## src/rtl/frq_pkg.sv

```systemverilog
// ----------------------------------------------------------------------------
// frq_pkg
// Shared types and constants of the run queue: operation codes, field
// widths and the layout of a result transaction.
// ----------------------------------------------------------------------------
package frq_pkg;

    localparam int PROC_W  = 6;
    localparam int COUNT_W = 7;
    localparam int SLICE_W = 15;
    localparam int BASE_W  = 8;
    localparam int SliceScale = 100;

    localparam logic [1:0] MODE_ENQ  = 2'd0;
    localparam logic [1:0] MODE_DEQ  = 2'd1;
    localparam logic [1:0] MODE_TICK = 2'd2;
    localparam logic [1:0] MODE_NOP  = 2'd3;

    localparam logic [2:0] ADDR_BASE_SLICE = 3'd0;

    typedef logic [PROC_W-1:0]  proc_id_t;
    typedef logic [COUNT_W-1:0] count_t;
    typedef logic [SLICE_W-1:0] slice_t;
    typedef logic [BASE_W-1:0]  base_t;

    // Packed so that the first field lands in the highest bits.
    typedef struct packed {
        logic     op_error;
        logic     resched_flag;
        count_t   queue_count;
        proc_id_t head_id;
        logic     head_valid;
    } result_t;

    // Per-process word in the state memory.
    typedef struct packed {
        logic   in_queue;
        slice_t slice_left;
    } entry_t;

endpackage

```

## src/rtl/frq_ram.sv

```systemverilog
// ----------------------------------------------------------------------------
// frq_ram
// Generic single-write, single-read RAM with registered read data.
// ----------------------------------------------------------------------------
module frq_ram #(
    parameter int WIDTH = 8,
    parameter int DEPTH = 64
) (
    input  logic                     aclk,
    input  logic                     wr_en,
    input  logic [$clog2(DEPTH)-1:0] wr_addr,
    input  logic [WIDTH-1:0]         wr_data,
    input  logic [$clog2(DEPTH)-1:0] rd_addr,
    output logic [WIDTH-1:0]         rd_data
);

    logic [WIDTH-1:0] mem [DEPTH];
    logic [WIDTH-1:0] rd_data_reg;

    always_ff @(posedge aclk) begin
        if (wr_en) begin
            mem[wr_addr] <= wr_data;
        end
        rd_data_reg <= mem[rd_addr];
    end

    assign rd_data = rd_data_reg;

endmodule

```

## src/rtl/frq_apb.sv

```systemverilog
// ----------------------------------------------------------------------------
// frq_apb
// Configuration register file: holds base_slice behind an APB-style port.
// ----------------------------------------------------------------------------
module frq_apb (
    input  logic            aclk,
    input  logic            aresetn,
    input  logic            psel,
    input  logic            penable,
    input  logic            pwrite,
    input  logic [2:0]      paddr,
    input  logic [31:0]     pwdata,
    output logic [31:0]     prdata,
    output logic            pready,
    output frq_pkg::base_t  base_slice
);

    frq_pkg::base_t base_slice_reg;
    logic           wr_hit;

    assign pready = 1'b1;
    assign wr_hit = psel && penable && pwrite && (paddr[2] == frq_pkg::ADDR_BASE_SLICE[2]);

    always_ff @(posedge aclk) begin
        if (!aresetn) begin
            base_slice_reg <= frq_pkg::base_t'(5);
        end else if (wr_hit) begin
            base_slice_reg <= pwdata[frq_pkg::BASE_W-1:0];
        end
    end

    always_comb begin
        prdata = 32'd0;
        if (paddr[2] == frq_pkg::ADDR_BASE_SLICE[2]) begin
            prdata = {{(32-frq_pkg::BASE_W){1'b0}}, base_slice_reg};
        end
    end

    assign base_slice = base_slice_reg;

endmodule

```

## src/rtl/fifo_run_queue_with_time_slice.sv

```systemverilog
// ----------------------------------------------------------------------------
// fifo_run_queue_with_time_slice
// Run queue of process numbers in arrival order with per-process time slice.
// ----------------------------------------------------------------------------
// In IDLE the link memories and the per-process state memory are read at the
// named process; in EXEC the entry is modified and written back and the result
// registered, holding while the output register still has an untaken result.
// A finished result may wait at the output while the next transaction is
// accepted. After reset the block clears the state memory entry by entry and
// holds s_tready low; configuration writes are taken throughout.
module fifo_run_queue_with_time_slice #(
    parameter int MAX_PROCS = 64
) (
    input  logic        aclk,
    input  logic        aresetn,
    // APB-style configuration port
    input  logic        psel,
    input  logic        penable,
    input  logic        pwrite,
    input  logic [2:0]  paddr,
    input  logic [31:0] pwdata,
    output logic [31:0] prdata,
    output logic        pready,
    // input stream
    input  logic        s_tvalid,
    output logic        s_tready,
    input  logic [7:0]  s_tdata,   // [1:0] mode, [7:2] proc_id
    // result stream
    output logic        m_tvalid,
    input  logic        m_tready,
    output logic [15:0] m_tdata    // [0] head_valid, [6:1] head_id,
                                   // [13:7] queue_count, [14] resched_flag,
                                   // [15] op_error
);

    localparam int IDX_W = $clog2(MAX_PROCS);

    localparam logic [1:0] ST_CLEAR = 2'd0;
    localparam logic [1:0] ST_IDLE  = 2'd1;
    localparam logic [1:0] ST_EXEC  = 2'd2;

    typedef logic [IDX_W-1:0] idx_t;

    frq_pkg::base_t   base_slice;
    logic [1:0]       state_reg, state_next;
    idx_t             clr_addr_reg, clr_addr_next;
    logic [1:0]       mode_reg, mode_next;
    frq_pkg::proc_id_t id_reg, id_next;
    idx_t             head_reg, head_next;
    idx_t             tail_reg, tail_next;
    frq_pkg::count_t  count_reg, count_next;
    logic             out_valid_reg, out_valid_next;
    frq_pkg::result_t out_reg, out_next;

    idx_t             rd_addr;
    idx_t             id_idx;
    logic             oob;
    logic             go;
    frq_pkg::entry_t  ent_rd, ent_wr;
    logic             ent_we;
    idx_t             ent_waddr;
    idx_t             nxt_rd, prv_rd;
    logic             nxt_we, prv_we;
    idx_t             nxt_waddr, nxt_wdata, prv_waddr, prv_wdata;
    frq_pkg::slice_t  slice_load;
    frq_pkg::slice_t  slice_dec;
    logic             err, resched;

    frq_apb u_apb (
        .aclk       (aclk),
        .aresetn    (aresetn),
        .psel       (psel),
        .penable    (penable),
        .pwrite     (pwrite),
        .paddr      (paddr),
        .pwdata     (pwdata),
        .prdata     (prdata),
        .pready     (pready),
        .base_slice (base_slice)
    );

    frq_ram #(.WIDTH($bits(frq_pkg::entry_t)), .DEPTH(MAX_PROCS)) u_entry_ram (
        .aclk    (aclk),
        .wr_en   (ent_we),
        .wr_addr (ent_waddr),
        .wr_data (ent_wr),
        .rd_addr (rd_addr),
        .rd_data (ent_rd)
    );

    frq_ram #(.WIDTH(IDX_W), .DEPTH(MAX_PROCS)) u_next_ram (
        .aclk    (aclk),
        .wr_en   (nxt_we),
        .wr_addr (nxt_waddr),
        .wr_data (nxt_wdata),
        .rd_addr (rd_addr),
        .rd_data (nxt_rd)
    );

    frq_ram #(.WIDTH(IDX_W), .DEPTH(MAX_PROCS)) u_prev_ram (
        .aclk    (aclk),
        .wr_en   (prv_we),
        .wr_addr (prv_waddr),
        .wr_data (prv_wdata),
        .rd_addr (rd_addr),
        .rd_data (prv_rd)
    );

    assign s_tready = (state_reg == ST_IDLE);
    assign m_tvalid = out_valid_reg;
    assign m_tdata  = out_reg;

    // Address follows the incoming transaction in IDLE and holds during EXEC.
    assign rd_addr = (state_reg == ST_IDLE) ? idx_t'(s_tdata[7:2]) : idx_t'(id_reg);
    assign id_idx  = idx_t'(id_reg);
    assign oob     = (32'(id_reg) >= MAX_PROCS);
    assign go      = (state_reg == ST_EXEC) && (!out_valid_reg || m_tready);

    assign slice_load = frq_pkg::slice_t'(base_slice) *
                        frq_pkg::slice_t'(frq_pkg::SliceScale);
    assign slice_dec  = (ent_rd.slice_left != '0) ? ent_rd.slice_left - 1'b1 : '0;

    always_comb begin
        state_next     = state_reg;
        clr_addr_next  = clr_addr_reg;
        mode_next      = mode_reg;
        id_next        = id_reg;
        head_next      = head_reg;
        tail_next      = tail_reg;
        count_next     = count_reg;
        out_valid_next = out_valid_reg;
        out_next       = out_reg;
        ent_we         = 1'b0;
        ent_waddr      = id_idx;
        ent_wr         = ent_rd;
        nxt_we         = 1'b0;
        nxt_waddr      = tail_reg;
        nxt_wdata      = id_idx;
        prv_we         = 1'b0;
        prv_waddr      = id_idx;
        prv_wdata      = tail_reg;
        err            = 1'b0;
        resched        = 1'b0;

        if (out_valid_reg && m_tready) begin
            out_valid_next = 1'b0;
        end

        unique case (state_reg)
            ST_CLEAR: begin
                ent_we        = 1'b1;
                ent_waddr     = clr_addr_reg;
                ent_wr        = '0;
                clr_addr_next = clr_addr_reg + 1'b1;
                if (clr_addr_reg == idx_t'(MAX_PROCS - 1)) begin
                    state_next = ST_IDLE;
                end
            end
            ST_IDLE: begin
                if (s_tvalid) begin
                    mode_next  = s_tdata[1:0];
                    id_next    = s_tdata[7:2];
                    state_next = ST_EXEC;
                end
            end
            ST_EXEC: begin
                unique case (mode_reg)
                    frq_pkg::MODE_ENQ: begin
                        if (oob || ent_rd.in_queue) begin
                            err = 1'b1;
                        end else begin
                            ent_we = 1'b1;
                            ent_wr = '{in_queue: 1'b1, slice_left: slice_load};
                            if (count_reg == '0) begin
                                head_next = id_idx;
                            end else begin
                                // link behind the current tail
                                nxt_we = 1'b1;
                                prv_we = 1'b1;
                            end
                            tail_next  = id_idx;
                            count_next = count_reg + 1'b1;
                        end
                    end
                    frq_pkg::MODE_DEQ: begin
                        if (oob || !ent_rd.in_queue) begin
                            err = 1'b1;
                        end else begin
                            ent_we = 1'b1;
                            ent_wr = '{in_queue: 1'b0, slice_left: ent_rd.slice_left};
                            if (count_reg <= frq_pkg::count_t'(1)) begin
                                head_next = '0;
                                tail_next = '0;
                            end else if (id_idx == head_reg) begin
                                head_next = nxt_rd;
                            end else if (id_idx == tail_reg) begin
                                tail_next = prv_rd;
                            end else begin
                                // splice neighbors around the removed entry
                                nxt_we    = 1'b1;
                                nxt_waddr = prv_rd;
                                nxt_wdata = nxt_rd;
                                prv_we    = 1'b1;
                                prv_waddr = nxt_rd;
                                prv_wdata = prv_rd;
                            end
                            if (count_reg != '0) begin
                                count_next = count_reg - 1'b1;
                            end
                        end
                    end
                    frq_pkg::MODE_TICK: begin
                        if (!oob) begin
                            ent_we  = 1'b1;
                            ent_wr  = '{in_queue: ent_rd.in_queue, slice_left: slice_dec};
                            resched = (slice_dec == '0);
                        end
                    end
                    frq_pkg::MODE_NOP: begin
                    end
                    default: begin
                    end
                endcase

                if (!go) begin
                    // hold until the output register frees up
                    ent_we     = 1'b0;
                    nxt_we     = 1'b0;
                    prv_we     = 1'b0;
                    head_next  = head_reg;
                    tail_next  = tail_reg;
                    count_next = count_reg;
                end else begin
                    out_valid_next        = 1'b1;
                    out_next.head_valid   = (count_next != '0);
                    out_next.head_id      = (count_next != '0) ?
                                            frq_pkg::proc_id_t'(head_next) : '0;
                    out_next.queue_count  = count_next;
                    out_next.resched_flag = resched;
                    out_next.op_error     = err;
                    state_next            = ST_IDLE;
                end
            end
            default: begin
                state_next = ST_IDLE;
            end
        endcase
    end

    always_ff @(posedge aclk) begin
        if (!aresetn) begin
            state_reg     <= ST_CLEAR;
            clr_addr_reg  <= '0;
            head_reg      <= '0;
            tail_reg      <= '0;
            count_reg     <= '0;
            out_valid_reg <= 1'b0;
        end else begin
            state_reg     <= state_next;
            clr_addr_reg  <= clr_addr_next;
            head_reg      <= head_next;
            tail_reg      <= tail_next;
            count_reg     <= count_next;
            out_valid_reg <= out_valid_next;
        end
    end

    always_ff @(posedge aclk) begin
        mode_reg <= mode_next;
        id_reg   <= id_next;
        out_reg  <= out_next;
    end

endmodule
```

## config.mk

```make
export PLATFORM = sky130hd
export DESIGN_NAME = fifo_run_queue_with_time_slice
export DESIGN_NICKNAME = d
export VERILOG_FILES = /design/src/rtl/frq_pkg.sv /design/src/rtl/frq_ram.sv /design/src/rtl/frq_apb.sv /design/src/rtl/fifo_run_queue_with_time_slice.sv
export SDC_FILE = /design/constraint.sdc
export NUM_CORES = 2
export LEC_CHECK = 0
export BUFFER_PORTS_ARGS = -buffer_cell sky130_fd_sc_hd__buf_2
export CAP_MARGIN = 30
export CELL_PAD_IN_SITES_DETAIL_PLACEMENT = 0
export CELL_PAD_IN_SITES_GLOBAL_PLACEMENT = 1
export CORE_MARGIN = 2
export CORE_UTILIZATION = 45
export CTS_CLUSTER_SIZE = 16
export DETAILED_ROUTE_END_ITERATION = 10
export GPL_TIMING_DRIVEN = 0
export MAX_ROUTING_LAYER = met4
export PLACE_DENSITY_LB_ADDON = 0.3
export RECOVER_POWER = 50
export SLEW_MARGIN = 20
export SYNTH_ARGS = -nofsm -noshare
export SYNTH_HDL_FRONTEND = slang
export SYNTH_SLANG_ARGS = --single-unit
```

## constraint.sdc

```tcl
create_clock -name aclk -period 6.54 [get_ports aclk]
set_clock_uncertainty 0.05 [all_clocks]
set_input_delay 0 -clock aclk [delete_from_list [all_inputs] [get_ports aclk]]
set_output_delay 0 -clock aclk [all_outputs]
set_load 0.05 [all_outputs]
```

==> metrics <==
status finished, violations left; failing checks capacitance limit, slew limit; Critical Path End Type flip-flop; CTS buffer count roughly 190; clk_lat worst skew 820 ps; CP max-delay cell clkbuf_1; top cell type's share of synthesized area 0.7208; Reg with most FFs u_entry_ram.mem; Register Area approximately 56,000 um2; met3 Track Usage GR 0.05588; starting density of the core 0.4529; min Tclk post-route ~5600 ps; Leak roughly 30 nW; final wirelength ~230,000 um; die area between 150,000 and 200,000 um2; Clock transition at path regs around 60 ps; area of the multi-input gates about 18,000 um2; first drt pass iteration count 6; grt ovf 0; Pint ~19 mW; Synth Area in XOR/XNOR 0.003936; sw power ~4.8 mW; Synth Area in Compound Gates 0.04838; clk buf depth 3; syn avg cell area 15.55 um2; Synth-to-Final Area Change 15.09%; Final GP Congestion between 0.9 and 1; final hold vios 0; max reg flops around 1,000; main combinational cell family by area after synthesis simple AND/OR/NAND/NOR gates; row count 150; vias per std cell 5.984; die height about 410 um; most used flip-flop cell after synthesis edfxtp_1; power density cells approximately 270 nW/um2; initial antenna violation count 15; core area 167,000 um2; number of placed I/O pins around 100; most frequent cells in the layout 1,816 x edfxtp_1, 858 x nand2_1, 353 x nand3_1, 270 x clkbuf_1, 221 x mux4_2; relative slew slack -0.9416; Yosys warnings 0; Max Fclk about 180 MHz; number of max-cap violations 27; Clock power frac 0.446; ranking of synthesized cells by area edfxtp_1 72%, mux4_2 6.6%, nand2_1 4.3%; CP top delay family buffers and inverters; final worst path period share 0.8539; Synth Register Bits 1,880; Synth Area in Simple Gates 0.09632; Reg power frac 0.545; antenna-violating nets left 0; RSZ-0062 raised after global routing no; final worst slack between 900 and 1000 ps; post-place setup slack roughly 1500 ps; worst vdd ir between 0.2 and 0.3 mV; arrival time at the worst endpoint approximately 5900 ps; H-Tree Depth 4; Switching Share 0.2008; global routing's busiest layer met2; Netlist cell types 85; Post-Place Cells 7,271; wire per inst around 30 um; number of nets in the layout around 5,400; Worst Tran Pin Value 2882 ps; ys async rst share 0; first-pass GRT wire length 326,900 um; Setup CP Type flip-flop to flip-flop; Req. time, crit path 6820 ps; met1 track demand over resource 0.3572; Adder-Cell Fraction of Synth Area 0.006582; critical path buffer and inverter count 1; Die X about 410 um; Resized Gates After CTS 0; M2 GR Usage 0.4188; Post-Syn Instances 4,865; leading area contributor after synthesis edfxtp_1; DR DRC count 0; crit path cell chain ha_1, ha_1, fa_1, ha_1, nor2b_1, o21ai_0, a21oi_1, nand2b_1, o221ai_1, a21oi_1, nor2_1, clkbuf_1; biggest registers after layout u_entry_ram.mem (1024), u_next_ram.mem (384), u_prev_ram.mem (384); Seq/Total Area, Yosys 0.7377; HP Class input port to flip-flop; mapped cell area about 76,000 um2; crit path launch type flip-flop; Slew Viols, Final 716; EDFF count, synth ~1,800; fill cell count about 14,000; vias in the first global route about 45,000; clk sinks 1,880; via total after detailed routing around 46,000; layout cells sized above 1 0.1447; TNS Setup 0 ps; detailed router's first-iteration violation count 6,064; largest net degree at the start of global routing 73; # port buffers 48; most common cell after layout, fill and taps aside edfxtp_1; mux cell area share after synthesis 0.08524; GRT Overall Usage 0.2755; final non-filler cell total around 7,700; TritonCTS clock tree done; # setup viols final 0; CP peak stage delay between 1000 and 1500 ps; combinational share of power 0.009; estimated wirelength of the detail-placed design about 170,000 um; clock root buffer clkbuf_16; CP Max Fanout 32; final core occ 0.5213; crit-path most repeated cell ha_1
logic make-up after synthesis:
group,after synthesis
XOR/XNOR,34
AO/OA/AOI/OAI,533
adder cells (fa/ha/maj),38
buffers and inverters,356
other,2
AND/OR/NAND/NOR,1656
flip-flops,1880
multiplexers,366
timing repair:
| item | in CTS | in global routing |
|---|---|---|
| endpoints found under the hold margin | 43 | 0 |
| setup buffers | 0 | 0 |
| hold buffers | 52 | 0 |
final cells by class:
type	count	area share
diodes	13	0.0003736
clock buffers	240	0.05774
well taps	2204	0.03167
multi-input cells	2652	0.2111
flip-flops and latches	1880	0.6410
plain buffers	307	0.01648
repair buffers	246	0.02768
clock inverters	114	0.01173
inverters	49	0.002270
cell usage after synthesis (38+ instances only):
master    number
mux2i_1      140
nand3_1      352
buf_4         40
nand2_1      858
inv_1         44
buf_1         38
dfxtp_1       64
o21ai_0       76
nand4_1       53
mux4_2       221
clkbuf_1     160
edfxtp_1    1816
nor2_1       213
a22oi_1      112
nor3_1        61
a31oi_1       39
a21oi_1      130
buf_2         58
worst reg2reg max path, delay by kind of cell (launching register included):
| kind | cells | cell delay (ps) |
|---|---|---|
| flops | 1 | 450 |
| compound gates | 4 | 630 |
| simple gates | 3 | 1180 |
| buf+inv | 1 | 1390 |
| fa+ha+maj | 4 | 1340 |
worst paths after layout:
path	start	endpoint	slack (ps)	depth (start not counted)
worst max-delay path	u_apb.base_slice[2]	u_entry_ram.mem[41][10]	960	12
worst min register to register	tail_reg[5]	tail_reg[5]	450	2
worst max register to register	u_apb.base_slice[2]	u_entry_ram.mem[41][10]	960	12
worst min-delay path	s_tvalid	state_reg[0]	150	4
power groups by stage:
| stage | sequential (mW) | combinational, mW | clock [mW] |
|---|---|---|---|
| 3_5_place_dp | 13.3 | 0.186 | 0 |
| 6_report | 13.0 | 0.204 | 10.7 |
| 4_1_cts | 13.0 | 0.206 | 10.8 |
| 2_1_floorplan | 13.3 | 0.104 | 0 |
| 5_1_grt | 13.0 | 0.212 | 11.2 |
| 3_3_place_gp | 13.3 | 0.168 | 0 |
routing by layer:
layer | vias to the layer above | share of wire
li1 | 19730 | -
met1 | 23670 | 0.39
met2 | 2229 | 0.46
met3 | 482 | 0.091
met4 | 0 | 0.052
met5 | - | 0
metrics by stage:
| step | total power [mW] | hold slack, ps | instance area [um2] |
|---|---|---|---|
| 2_1_floorplan | 13.41 | 48.87 | 75740 |
| 3_5_place_dp | 13.49 | 150.7 | 81170 |
| 4_1_cts | 24.04 | 5.865 | 87740 |
| 5_1_grt | 24.50 | 137.3 | 87060 |
| 3_3_place_gp | 13.47 | 153.2 | 78740 |
| 6_report | 23.94 | 150.6 | 87070 |
(Power assumes the default switching activity.)
